--- src/rtl/core/frac_pkg.sv ---
// shared constants, codes and command/status types of the fraction reduce block
// no dependencies
package frac_pkg;

   localparam int OPERAND_WIDTH = 16;
   localparam int FIELD_W       = 16;
   localparam int NUM_W         = 33;
   localparam int DEN_W         = 32;
   localparam int PROD_W        = 2 * OPERAND_WIDTH;
   localparam int SUM_W         = PROD_W + 1;
   localparam int WORK_W        = (SUM_W > NUM_W) ? SUM_W : NUM_W;
   localparam int CNT_W         = $clog2(WORK_W + 1);

   localparam int REQ_DATA_W    = 4 * FIELD_W;
   localparam int REQ_USER_W    = 2;
   localparam int RSP_PAD_W     = ((NUM_W + DEN_W + 7) / 8) * 8 - NUM_W - DEN_W;
   localparam int RSP_DATA_W    = NUM_W + DEN_W + RSP_PAD_W;
   localparam int RSP_USER_W    = 1;

   typedef enum logic [1:0] {
      OP_ADD,
      OP_SUB,
      OP_MUL,
      OP_DIV
   } frac_op_type;

   typedef enum logic [1:0] {
      MSEL_NUM1,
      MSEL_NUM2,
      MSEL_DEN
   } frac_msel_type;

   typedef enum logic [3:0] {
      S_IDLE,
      S_MUL_1,
      S_MUL_2,
      S_MUL_3,
      S_COMBINE,
      S_CHECK,
      S_TWOS,
      S_GCD,
      S_DIV,
      S_FINISH
   } frac_state_type;

   typedef struct packed {
      logic          load;
      logic          mul_en;
      frac_msel_type mul_sel;
      logic          combine;
      logic          twos_step;
      logic          gcd_step;
      logic          div_init;
      logic          div_step;
      logic          out_load;
   } frac_cmd_type;

   typedef struct packed {
      logic den_zero;
      logic num_zero;
      logic both_even;
      logic gcd_equal;
      logic div_last;
      logic out_free;
   } frac_stat_type;

endpackage

--- src/rtl/core/frac_datapath.sv ---
// datapath: operand registers, shared multiplier, sign-magnitude add, binary gcd,
// dual restoring divider and output register; depends on frac_pkg
module frac_datapath (
   input  logic                               clock,
   input  logic                               reset,
   input  logic [frac_pkg::REQ_DATA_W-1:0]    req_tdata,
   input  logic [frac_pkg::REQ_USER_W-1:0]    req_tuser,
   input  frac_pkg::frac_cmd_type             cmd,
   output frac_pkg::frac_stat_type            stat,
   output logic                               rsp_tvalid,
   input  logic                               rsp_tready,
   output logic [frac_pkg::RSP_DATA_W-1:0]    rsp_tdata,
   output logic [frac_pkg::RSP_USER_W-1:0]    rsp_tuser
);
   import frac_pkg::*;

   typedef struct packed {
      logic                     neg;
      logic [OPERAND_WIDTH-1:0] mag;
   } frac_sm_type;

   function automatic frac_sm_type to_sm(input logic [FIELD_W-1:0] raw);
      logic [OPERAND_WIDTH-1:0] v;
      frac_sm_type              r;
      v     = OPERAND_WIDTH'(raw);
      r.neg = v[OPERAND_WIDTH-1];
      r.mag = r.neg ? (~v + 1'b1) : v;
      return r;
   endfunction

   frac_op_type       op_ff;
   frac_sm_type       a_ff, b_ff, c_ff, d_ff;
   logic [PROD_W-1:0] t1_mag_ff, t2_mag_ff, den_mag_ff;
   logic              t1_neg_ff, t2_neg_ff, den_neg_ff;
   logic [WORK_W-1:0] num_mag_ff;
   logic              num_neg_ff;
   logic [WORK_W-1:0] u_ff, v_ff, g_ff;
   logic [CNT_W-1:0]  k_ff, cnt_ff;
   logic [WORK_W-1:0] qn_ff, qd_ff, rn_ff, rd_ff;
   logic              rsp_valid_ff;
   logic [NUM_W-1:0]  res_num_ff;
   logic [DEN_W-1:0]  res_den_ff;
   logic              status_ff;

   // multiplier operand select
   frac_sm_type       mx, my;
   logic [PROD_W-1:0] prod;
   logic              prod_neg;

   always_comb begin
      case (cmd.mul_sel)
         MSEL_NUM1: begin
            mx = a_ff;
            my = (op_ff == OP_MUL) ? c_ff : d_ff;
         end
         MSEL_NUM2: begin
            mx = b_ff;
            my = c_ff;
         end
         default: begin
            mx = b_ff;
            my = (op_ff == OP_DIV) ? c_ff : d_ff;
         end
      endcase
      prod     = PROD_W'(mx.mag) * PROD_W'(my.mag);
      prod_neg = (prod != '0) && (mx.neg ^ my.neg);
   end

   // sign-magnitude add of the two numerator terms
   logic [WORK_W-1:0] e1, e2, sum_mag;
   logic              sum_neg;

   always_comb begin
      e1 = WORK_W'(t1_mag_ff);
      e2 = WORK_W'(t2_mag_ff);
      if (t1_neg_ff == t2_neg_ff) begin
         sum_mag = e1 + e2;
         sum_neg = t1_neg_ff;
      end else if (e1 >= e2) begin
         sum_mag = e1 - e2;
         sum_neg = t1_neg_ff;
      end else begin
         sum_mag = e2 - e1;
         sum_neg = t2_neg_ff;
      end
      if (sum_mag == '0) begin
         sum_neg = 1'b0;
      end
   end

   // restoring divider trial subtracts
   logic [WORK_W:0] tn, td;
   logic            fit_n, fit_d;

   always_comb begin
      tn    = {rn_ff, qn_ff[WORK_W-1]};
      td    = {rd_ff, qd_ff[WORK_W-1]};
      fit_n = tn >= {1'b0, g_ff};
      fit_d = td >= {1'b0, g_ff};
   end

   // signed result fields
   logic [WORK_W-1:0] wn, wd;

   always_comb begin
      wn = num_neg_ff ? ('0 - qn_ff) : qn_ff;
      wd = den_neg_ff ? ('0 - qd_ff) : qd_ff;
   end

   always_ff @(posedge clock) begin
      if (cmd.load) begin
         op_ff <= frac_op_type'(req_tuser);
         a_ff  <= to_sm(req_tdata[FIELD_W-1:0]);
         b_ff  <= to_sm(req_tdata[2*FIELD_W-1:FIELD_W]);
         c_ff  <= to_sm(req_tdata[3*FIELD_W-1:2*FIELD_W]);
         d_ff  <= to_sm(req_tdata[4*FIELD_W-1:3*FIELD_W]);
      end
      if (cmd.mul_en) begin
         case (cmd.mul_sel)
            MSEL_NUM1: begin
               t1_mag_ff <= prod;
               t1_neg_ff <= prod_neg;
            end
            MSEL_NUM2: begin
               if (op_ff == OP_ADD || op_ff == OP_SUB) begin
                  t2_mag_ff <= prod;
                  t2_neg_ff <= prod_neg ^ ((op_ff == OP_SUB) && (prod != '0));
               end else begin
                  t2_mag_ff <= '0;
                  t2_neg_ff <= 1'b0;
               end
            end
            default: begin
               den_mag_ff <= prod;
               den_neg_ff <= prod_neg;
            end
         endcase
      end
      if (cmd.combine) begin
         num_mag_ff <= sum_mag;
         num_neg_ff <= sum_neg;
         u_ff       <= sum_mag;
         v_ff       <= WORK_W'(den_mag_ff);
         k_ff       <= '0;
      end else if (cmd.twos_step) begin
         u_ff <= u_ff >> 1;
         v_ff <= v_ff >> 1;
         k_ff <= k_ff + 1'b1;
      end else if (cmd.gcd_step) begin
         if (!u_ff[0]) begin
            u_ff <= u_ff >> 1;
         end else if (!v_ff[0]) begin
            v_ff <= v_ff >> 1;
         end else if (u_ff > v_ff) begin
            u_ff <= u_ff - v_ff;
         end else begin
            v_ff <= v_ff - u_ff;
         end
      end
      if (cmd.div_init) begin
         g_ff   <= u_ff << k_ff;
         qn_ff  <= num_mag_ff;
         qd_ff  <= WORK_W'(den_mag_ff);
         rn_ff  <= '0;
         rd_ff  <= '0;
         cnt_ff <= '0;
      end else if (cmd.div_step) begin
         rn_ff  <= fit_n ? WORK_W'(tn - {1'b0, g_ff}) : tn[WORK_W-1:0];
         rd_ff  <= fit_d ? WORK_W'(td - {1'b0, g_ff}) : td[WORK_W-1:0];
         qn_ff  <= {qn_ff[WORK_W-2:0], fit_n};
         qd_ff  <= {qd_ff[WORK_W-2:0], fit_d};
         cnt_ff <= cnt_ff + 1'b1;
      end
      if (cmd.out_load) begin
         if (den_mag_ff == '0) begin
            res_num_ff <= '0;
            res_den_ff <= '0;
            status_ff  <= 1'b1;
         end else if (num_mag_ff == '0) begin
            res_num_ff <= '0;
            res_den_ff <= DEN_W'(1);
            status_ff  <= 1'b0;
         end else begin
            res_num_ff <= wn[NUM_W-1:0];
            res_den_ff <= wd[DEN_W-1:0];
            status_ff  <= 1'b0;
         end
      end
   end

   always_ff @(posedge clock) begin
      if (reset) begin
         rsp_valid_ff <= 1'b0;
      end else if (cmd.out_load) begin
         rsp_valid_ff <= 1'b1;
      end else if (rsp_tready) begin
         rsp_valid_ff <= 1'b0;
      end
   end

   always_comb begin
      stat.den_zero  = (den_mag_ff == '0);
      stat.num_zero  = (num_mag_ff == '0);
      stat.both_even = !u_ff[0] && !v_ff[0];
      stat.gcd_equal = u_ff[0] && v_ff[0] && (u_ff == v_ff);
      stat.div_last  = (cnt_ff == CNT_W'(WORK_W - 1));
      stat.out_free  = !rsp_valid_ff || rsp_tready;
   end

   assign rsp_tvalid = rsp_valid_ff;
   assign rsp_tdata  = {{RSP_PAD_W{1'b0}}, res_den_ff, res_num_ff};
   assign rsp_tuser  = status_ff;

endmodule

--- src/rtl/core/frac_ctrl.sv ---
// controller state machine sequencing multiply, add, gcd and divide steps
// depends on frac_pkg
module frac_ctrl (
   input  logic                    clock,
   input  logic                    reset,
   input  logic                    req_tvalid,
   output logic                    req_tready,
   input  frac_pkg::frac_stat_type stat,
   output frac_pkg::frac_cmd_type  cmd
);
   import frac_pkg::*;

   frac_state_type state_ff, state_in;

   always_ff @(posedge clock) begin
      if (reset) begin
         state_ff <= S_IDLE;
      end else begin
         state_ff <= state_in;
      end
   end

   always_comb begin
      state_in    = state_ff;
      cmd         = '0;
      cmd.mul_sel = MSEL_NUM1;
      req_tready  = 1'b0;
      case (state_ff)
         S_IDLE: begin
            req_tready = 1'b1;
            if (req_tvalid) begin
               cmd.load = 1'b1;
               state_in = S_MUL_1;
            end
         end
         S_MUL_1: begin
            cmd.mul_en  = 1'b1;
            cmd.mul_sel = MSEL_NUM1;
            state_in    = S_MUL_2;
         end
         S_MUL_2: begin
            cmd.mul_en  = 1'b1;
            cmd.mul_sel = MSEL_NUM2;
            state_in    = S_MUL_3;
         end
         S_MUL_3: begin
            cmd.mul_en  = 1'b1;
            cmd.mul_sel = MSEL_DEN;
            state_in    = S_COMBINE;
         end
         S_COMBINE: begin
            cmd.combine = 1'b1;
            state_in    = S_CHECK;
         end
         S_CHECK: begin
            if (stat.den_zero || stat.num_zero) begin
               state_in = S_FINISH;
            end else begin
               state_in = S_TWOS;
            end
         end
         S_TWOS: begin
            if (stat.both_even) begin
               cmd.twos_step = 1'b1;
            end else begin
               state_in = S_GCD;
            end
         end
         S_GCD: begin
            if (stat.gcd_equal) begin
               cmd.div_init = 1'b1;
               state_in     = S_DIV;
            end else begin
               cmd.gcd_step = 1'b1;
            end
         end
         S_DIV: begin
            cmd.div_step = 1'b1;
            if (stat.div_last) begin
               state_in = S_FINISH;
            end
         end
         S_FINISH: begin
            if (stat.out_free) begin
               cmd.out_load = 1'b1;
               state_in     = S_IDLE;
            end
         end
         default: begin
            state_in = S_IDLE;
         end
      endcase
   end

endmodule

--- src/rtl/core/fraction_arithmetic_reduce.sv ---
// Adds, subtracts, multiplies or divides two signed 16-bit fractions and reduces the
// result to lowest terms by the gcd of the magnitudes; signs stay as computed, a zero
// numerator gives 0/1 and a zero denominator gives 0/0 with status set. One item is in
// work at a time: the products take turns on one shared multiplier, then come an add, a check,
// a binary gcd that takes one shift or subtract per cycle on the 33-bit magnitudes, then a
// restoring division of both parts at once (zero results skip gcd and divide). The
// finished result sits in an output register, so the next item is taken while it waits.
// depends on frac_pkg, frac_ctrl, frac_datapath
module fraction_arithmetic_reduce (
   input  logic                            clock,
   input  logic                            reset,
   input  logic                            req_tvalid,
   output logic                            req_tready,
   input  logic [frac_pkg::REQ_DATA_W-1:0] req_tdata,  // num_a, den_a, num_b, den_b
   input  logic [frac_pkg::REQ_USER_W-1:0] req_tuser,  // cmd
   output logic                            rsp_tvalid,
   input  logic                            rsp_tready,
   output logic [frac_pkg::RSP_DATA_W-1:0] rsp_tdata,  // res_num, res_den, zero pad
   output logic [frac_pkg::RSP_USER_W-1:0] rsp_tuser   // status
);
   import frac_pkg::*;

   frac_cmd_type  cmd;
   frac_stat_type stat;

   frac_ctrl u_ctrl (
      .clock      (clock),
      .reset      (reset),
      .req_tvalid (req_tvalid),
      .req_tready (req_tready),
      .stat       (stat),
      .cmd        (cmd)
   );

   frac_datapath u_datapath (
      .clock      (clock),
      .reset      (reset),
      .req_tdata  (req_tdata),
      .req_tuser  (req_tuser),
      .cmd        (cmd),
      .stat       (stat),
      .rsp_tvalid (rsp_tvalid),
      .rsp_tready (rsp_tready),
      .rsp_tdata  (rsp_tdata),
      .rsp_tuser  (rsp_tuser)
   );

   // error results carry zero fields
   assert property (@(posedge clock) disable iff (reset)
      rsp_tvalid && rsp_tuser[0] |-> rsp_tdata == '0)
      else $error("error result with nonzero fields");

   // a good result never has a zero denominator
   assert property (@(posedge clock) disable iff (reset)
      rsp_tvalid && !rsp_tuser[0] |-> rsp_tdata[NUM_W+DEN_W-1:NUM_W] != '0)
      else $error("good result with zero denominator");

   // busy right after a transfer in
   assert property (@(posedge clock) disable iff (reset)
      req_tvalid && req_tready |=> !req_tready)
      else $error("input ready right after a transfer");

endmodule

--- config.mk ---
export PLATFORM = sky130hd
export DESIGN_NAME = fraction_arithmetic_reduce
export DESIGN_NICKNAME = d
export VERILOG_FILES = /design/src/rtl/core/frac_pkg.sv /design/src/rtl/core/frac_datapath.sv /design/src/rtl/core/frac_ctrl.sv /design/src/rtl/core/fraction_arithmetic_reduce.sv
export SDC_FILE = /design/constraint.sdc
export NUM_CORES = 2
export LEC_CHECK = 0
export ABC_AREA = 1
export BUFFER_PORTS_ARGS = -buffer_cell sky130_fd_sc_hd__buf_2
export CAP_MARGIN = 20
export CELL_PAD_IN_SITES_DETAIL_PLACEMENT = 1
export CELL_PAD_IN_SITES_GLOBAL_PLACEMENT = 1
export CORE_MARGIN = 4
export CORE_UTILIZATION = 30
export DETAILED_ROUTE_END_ITERATION = 8
export GPL_ROUTABILITY_DRIVEN = 0
export PLACE_DENSITY_LB_ADDON = 0.25
export SETUP_SLACK_MARGIN = 0.15
export SYNTH_ARGS = -nofsm -noshare
export SYNTH_HDL_FRONTEND = slang
export SYNTH_SLANG_ARGS = --single-unit
--- constraint.sdc ---
create_clock -name clock -period 7.3 [get_ports clock]
set_clock_uncertainty 0.1 [all_clocks]
set_input_delay 1.46 -clock clock [delete_from_list [all_inputs] [get_ports clock]]
set_output_delay 1.46 -clock clock [all_outputs]
set_load 0.03 [all_outputs]
==> results by group <==
Run status
  • Status: finished clean

Floorplan
  • Die W: 412 um
  • Die height: 412 um
  • Initial Util: 0.303
  • FP Rows: ~150
  • Core Area: 0.161 mm2
  • # IOs: roughly 150
  • Die area: 0.169 mm2

STA
  • Fin crit period: 7.00 ns
  • Final hold viol count: 0
  • Slew @ Worst Pin: 1.03 ns
  • Slew HR: 0.309
  • Fin. max-slew vios: 0
  • Final setup fails: 0
  • Fmax: between 100 and 150 MHz
  • RSZ-0062 raised after global routing: yes
  • TNS Setup: 0 ns
  • Period utilization: 0.960
  • Min Hold Slack: 0.369 ns

Logic synthesis
  • FFs w/ async S/R, synth: 0
  • Synth area leaders: edfxtp_1 27%, nand2_1 12%, ha_1 8.8%, inv_1 8.5%, fa_1 8.2%
  • Synth area leader: edfxtp_1
  • Synth Instances: 6639
  • Syn avg cell area: 7.36 um2
  • Top cell type's share of synthesized area: 0.266
  • Flops & latches, synth: 517
  • Number of synthesized flops with an enable pin: 432
  • Yosys warning total: 0
  • Top-count cell post-synth: nand2_1
  • Cell Area, Synth: 0.0489 mm2
  • Synth cell types: 64
  • Synth Flop Type: edfxtp_1
  • Most common library cells after synthesis: 1525 x nand2_1, 1112 x inv_1, 658 x nor2_1
  • Sequential area share after synthesis: 0.300

Clock network
  • Clock slew seen by the registers of the worst setup and hold paths: 0.06 ns
  • Maximum root-to-sink buffer count: 3
  • Clock Sinks: 517
  • CTS root buffer: clkbuf_16
  • CTS tree: built
  • Clk_lat worst skew: about 0.70 ns
  • Hold_buf cts: 0
  • H-tree Lvls: 3
  • Total CTS buffers: 67

Cells and area
  • Fill cells: 19992
  • Area grow syn2layout: 15.1%
  • Nets: about 7500
  • Share of cells above drive strength 1: 0.109

Critical path
  • Critical Path RT: 7.62 ns
  • Most used cell, CP: fa_1
  • CP endpoint kind: register
  • Max FO, Critical Path: 8
  • Type of the worst setup path: register to register
  • Arrival time worst endpoint: ~7.3 ns
  • Startpoint Class: register
  • Slowest CP cell: fa_1
  • CP peak stage delay: about 0.59 ns

Drt
  • Vias per inst: between 5 and 6
  • Vias: roughly 46000
  • First drt pass iteration count: 5
  • Detailed Route WL: 197000 um
  • Initial DRC Count: roughly 2800
  • Drt wl/cell: roughly 22 um
  • Antenna Violating Nets Remaining: 0
  • Remaining DRCs: 0

GRT
  • First-pass GRT wire length: 290000 um
  • Initial antenna violation count: 7
  • Remaining global-route overflow: 0
  • Pin count of the biggest net entering global routing: 75
  • Vias in the first global route: around 47000
  • GRT Overall Usage: 0.224

Placed design
  • DP Wirelength: around 160000 um
  • PortBufs: 137

Job
  • Number of max-cap violations: 0

Hold path
  • Hold crit path type: register to register
cell type report:
cell class              instances  area (um2)  share of cell area
inverters                    1145        4340              0.0772
diodes                          5        12.5            0.000223
clock buffers                  84        1820              0.0324
multi-input cells            4772       29600               0.526
repair inverters                1        8.76            0.000156
repair buffers                345        2500              0.0445
clock inverters                40         563              0.0100
flip-flops and latches        517       14700               0.261
well taps                    2160        2700              0.0481
worst max-delay path: cells and delay by family (launching register included):
kind / cells / cell delay (ns)
fa+ha+maj: 7 / 3.46
compound gates: 1 / 0.20
buf+inv: 10 / 0.86
simple gates: 13 / 1.60
flops: 1 / 0.36
xor+xnor: 1 / 0.14
per-stage QoR:
stage | instance area (um2) | cells | utilization | worst slack (ns)
3_5_place_dp | 52500 | 8886 | 0.326 | 0.0136
3_3_place_gp | 52500 | 8886 | 0.326 | 0.142
5_1_grt | 56200 | 9065 | 0.349 | 0.0460
4_1_cts | 55000 | 9014 | 0.341 | 0.171
6_report | 56200 | 9069 | 0.349 | 0.296
2_1_floorplan | 48900 | 6645 | - | 0.461
cells by family after synthesis:
logic type,synth area share
other,0.0000768
AOI/OAI and AO/OA,0.135
muxes,0.00328
adders and majority gates,0.170
buffers and inverters,0.110
DFF,0.300
and+or+nand+nor,0.240
xor gates and xnor gates,0.0412
state kept, by name, summed over array words and instances (netlist names), 32 cells and up:
register               cells
u_datapath.res_num_ff     33
u_datapath.num_mag_ff     33
u_datapath.den_mag_ff     32
u_datapath.res_den_ff     32
u_datapath.rd_ff          33
u_datapath.v_ff           33
u_datapath.g_ff           33
u_datapath.rn_ff          33
u_datapath.qd_ff          33
u_datapath.t2_mag_ff      32
u_datapath.qn_ff          33
u_datapath.t1_mag_ff      32
u_datapath.u_ff           33
metal layers:
layer / GRT usage / part of all wire
met5: 0 / 0.000061
met4: 0.0825 / 0.041
met3: 0.0235 / 0.043
met2: 0.381 / 0.48
met1: 0.295 / 0.44
path summary, 6_finish.rpt:
| kind | slack [ns] | startpoint | to | cells after the start |
|---|---|---|---|---|
| max | 0.30 | u_ctrl.state_ff[2] | u_datapath.t2_neg_ff | 32 |
| min | 0.37 | u_datapath.cnt_ff[5] | u_datapath.cnt_ff[5] | 1 |
| max reg2reg | 0.30 | u_ctrl.state_ff[2] | u_datapath.t2_neg_ff | 32 |
| min reg2reg | 0.37 | u_datapath.cnt_ff[5] | u_datapath.cnt_ff[5] | 1 |
layout by cell type (no fill, tap or decap), drive strengths merged, types with 26 or more instances in the layout:
master	instances
buf	340
nor2	695
fa	201
a21oi	432
edfxtp	432
clkinv	32
nor3	95
o21ai	525
nand4	57
nor4	34
xor2	166
nand3	299
dfxtp	85
nand2	1570
o21bai	26
clkbuf	89
ha	343
xnor2	64
o211ai	53
o22ai	37
inv	1137
repair_timing:
item,in CTS,in global routing
cloned,0,10
setup buffers,4,38
endpoints found under the setup margin,3,15
pin swaps,6,69
gates resized for setup,29,202
Power is left out: the tool's default activity adds up to more than one toggle a clock period on the data nets, which glitch-free logic cannot reach.
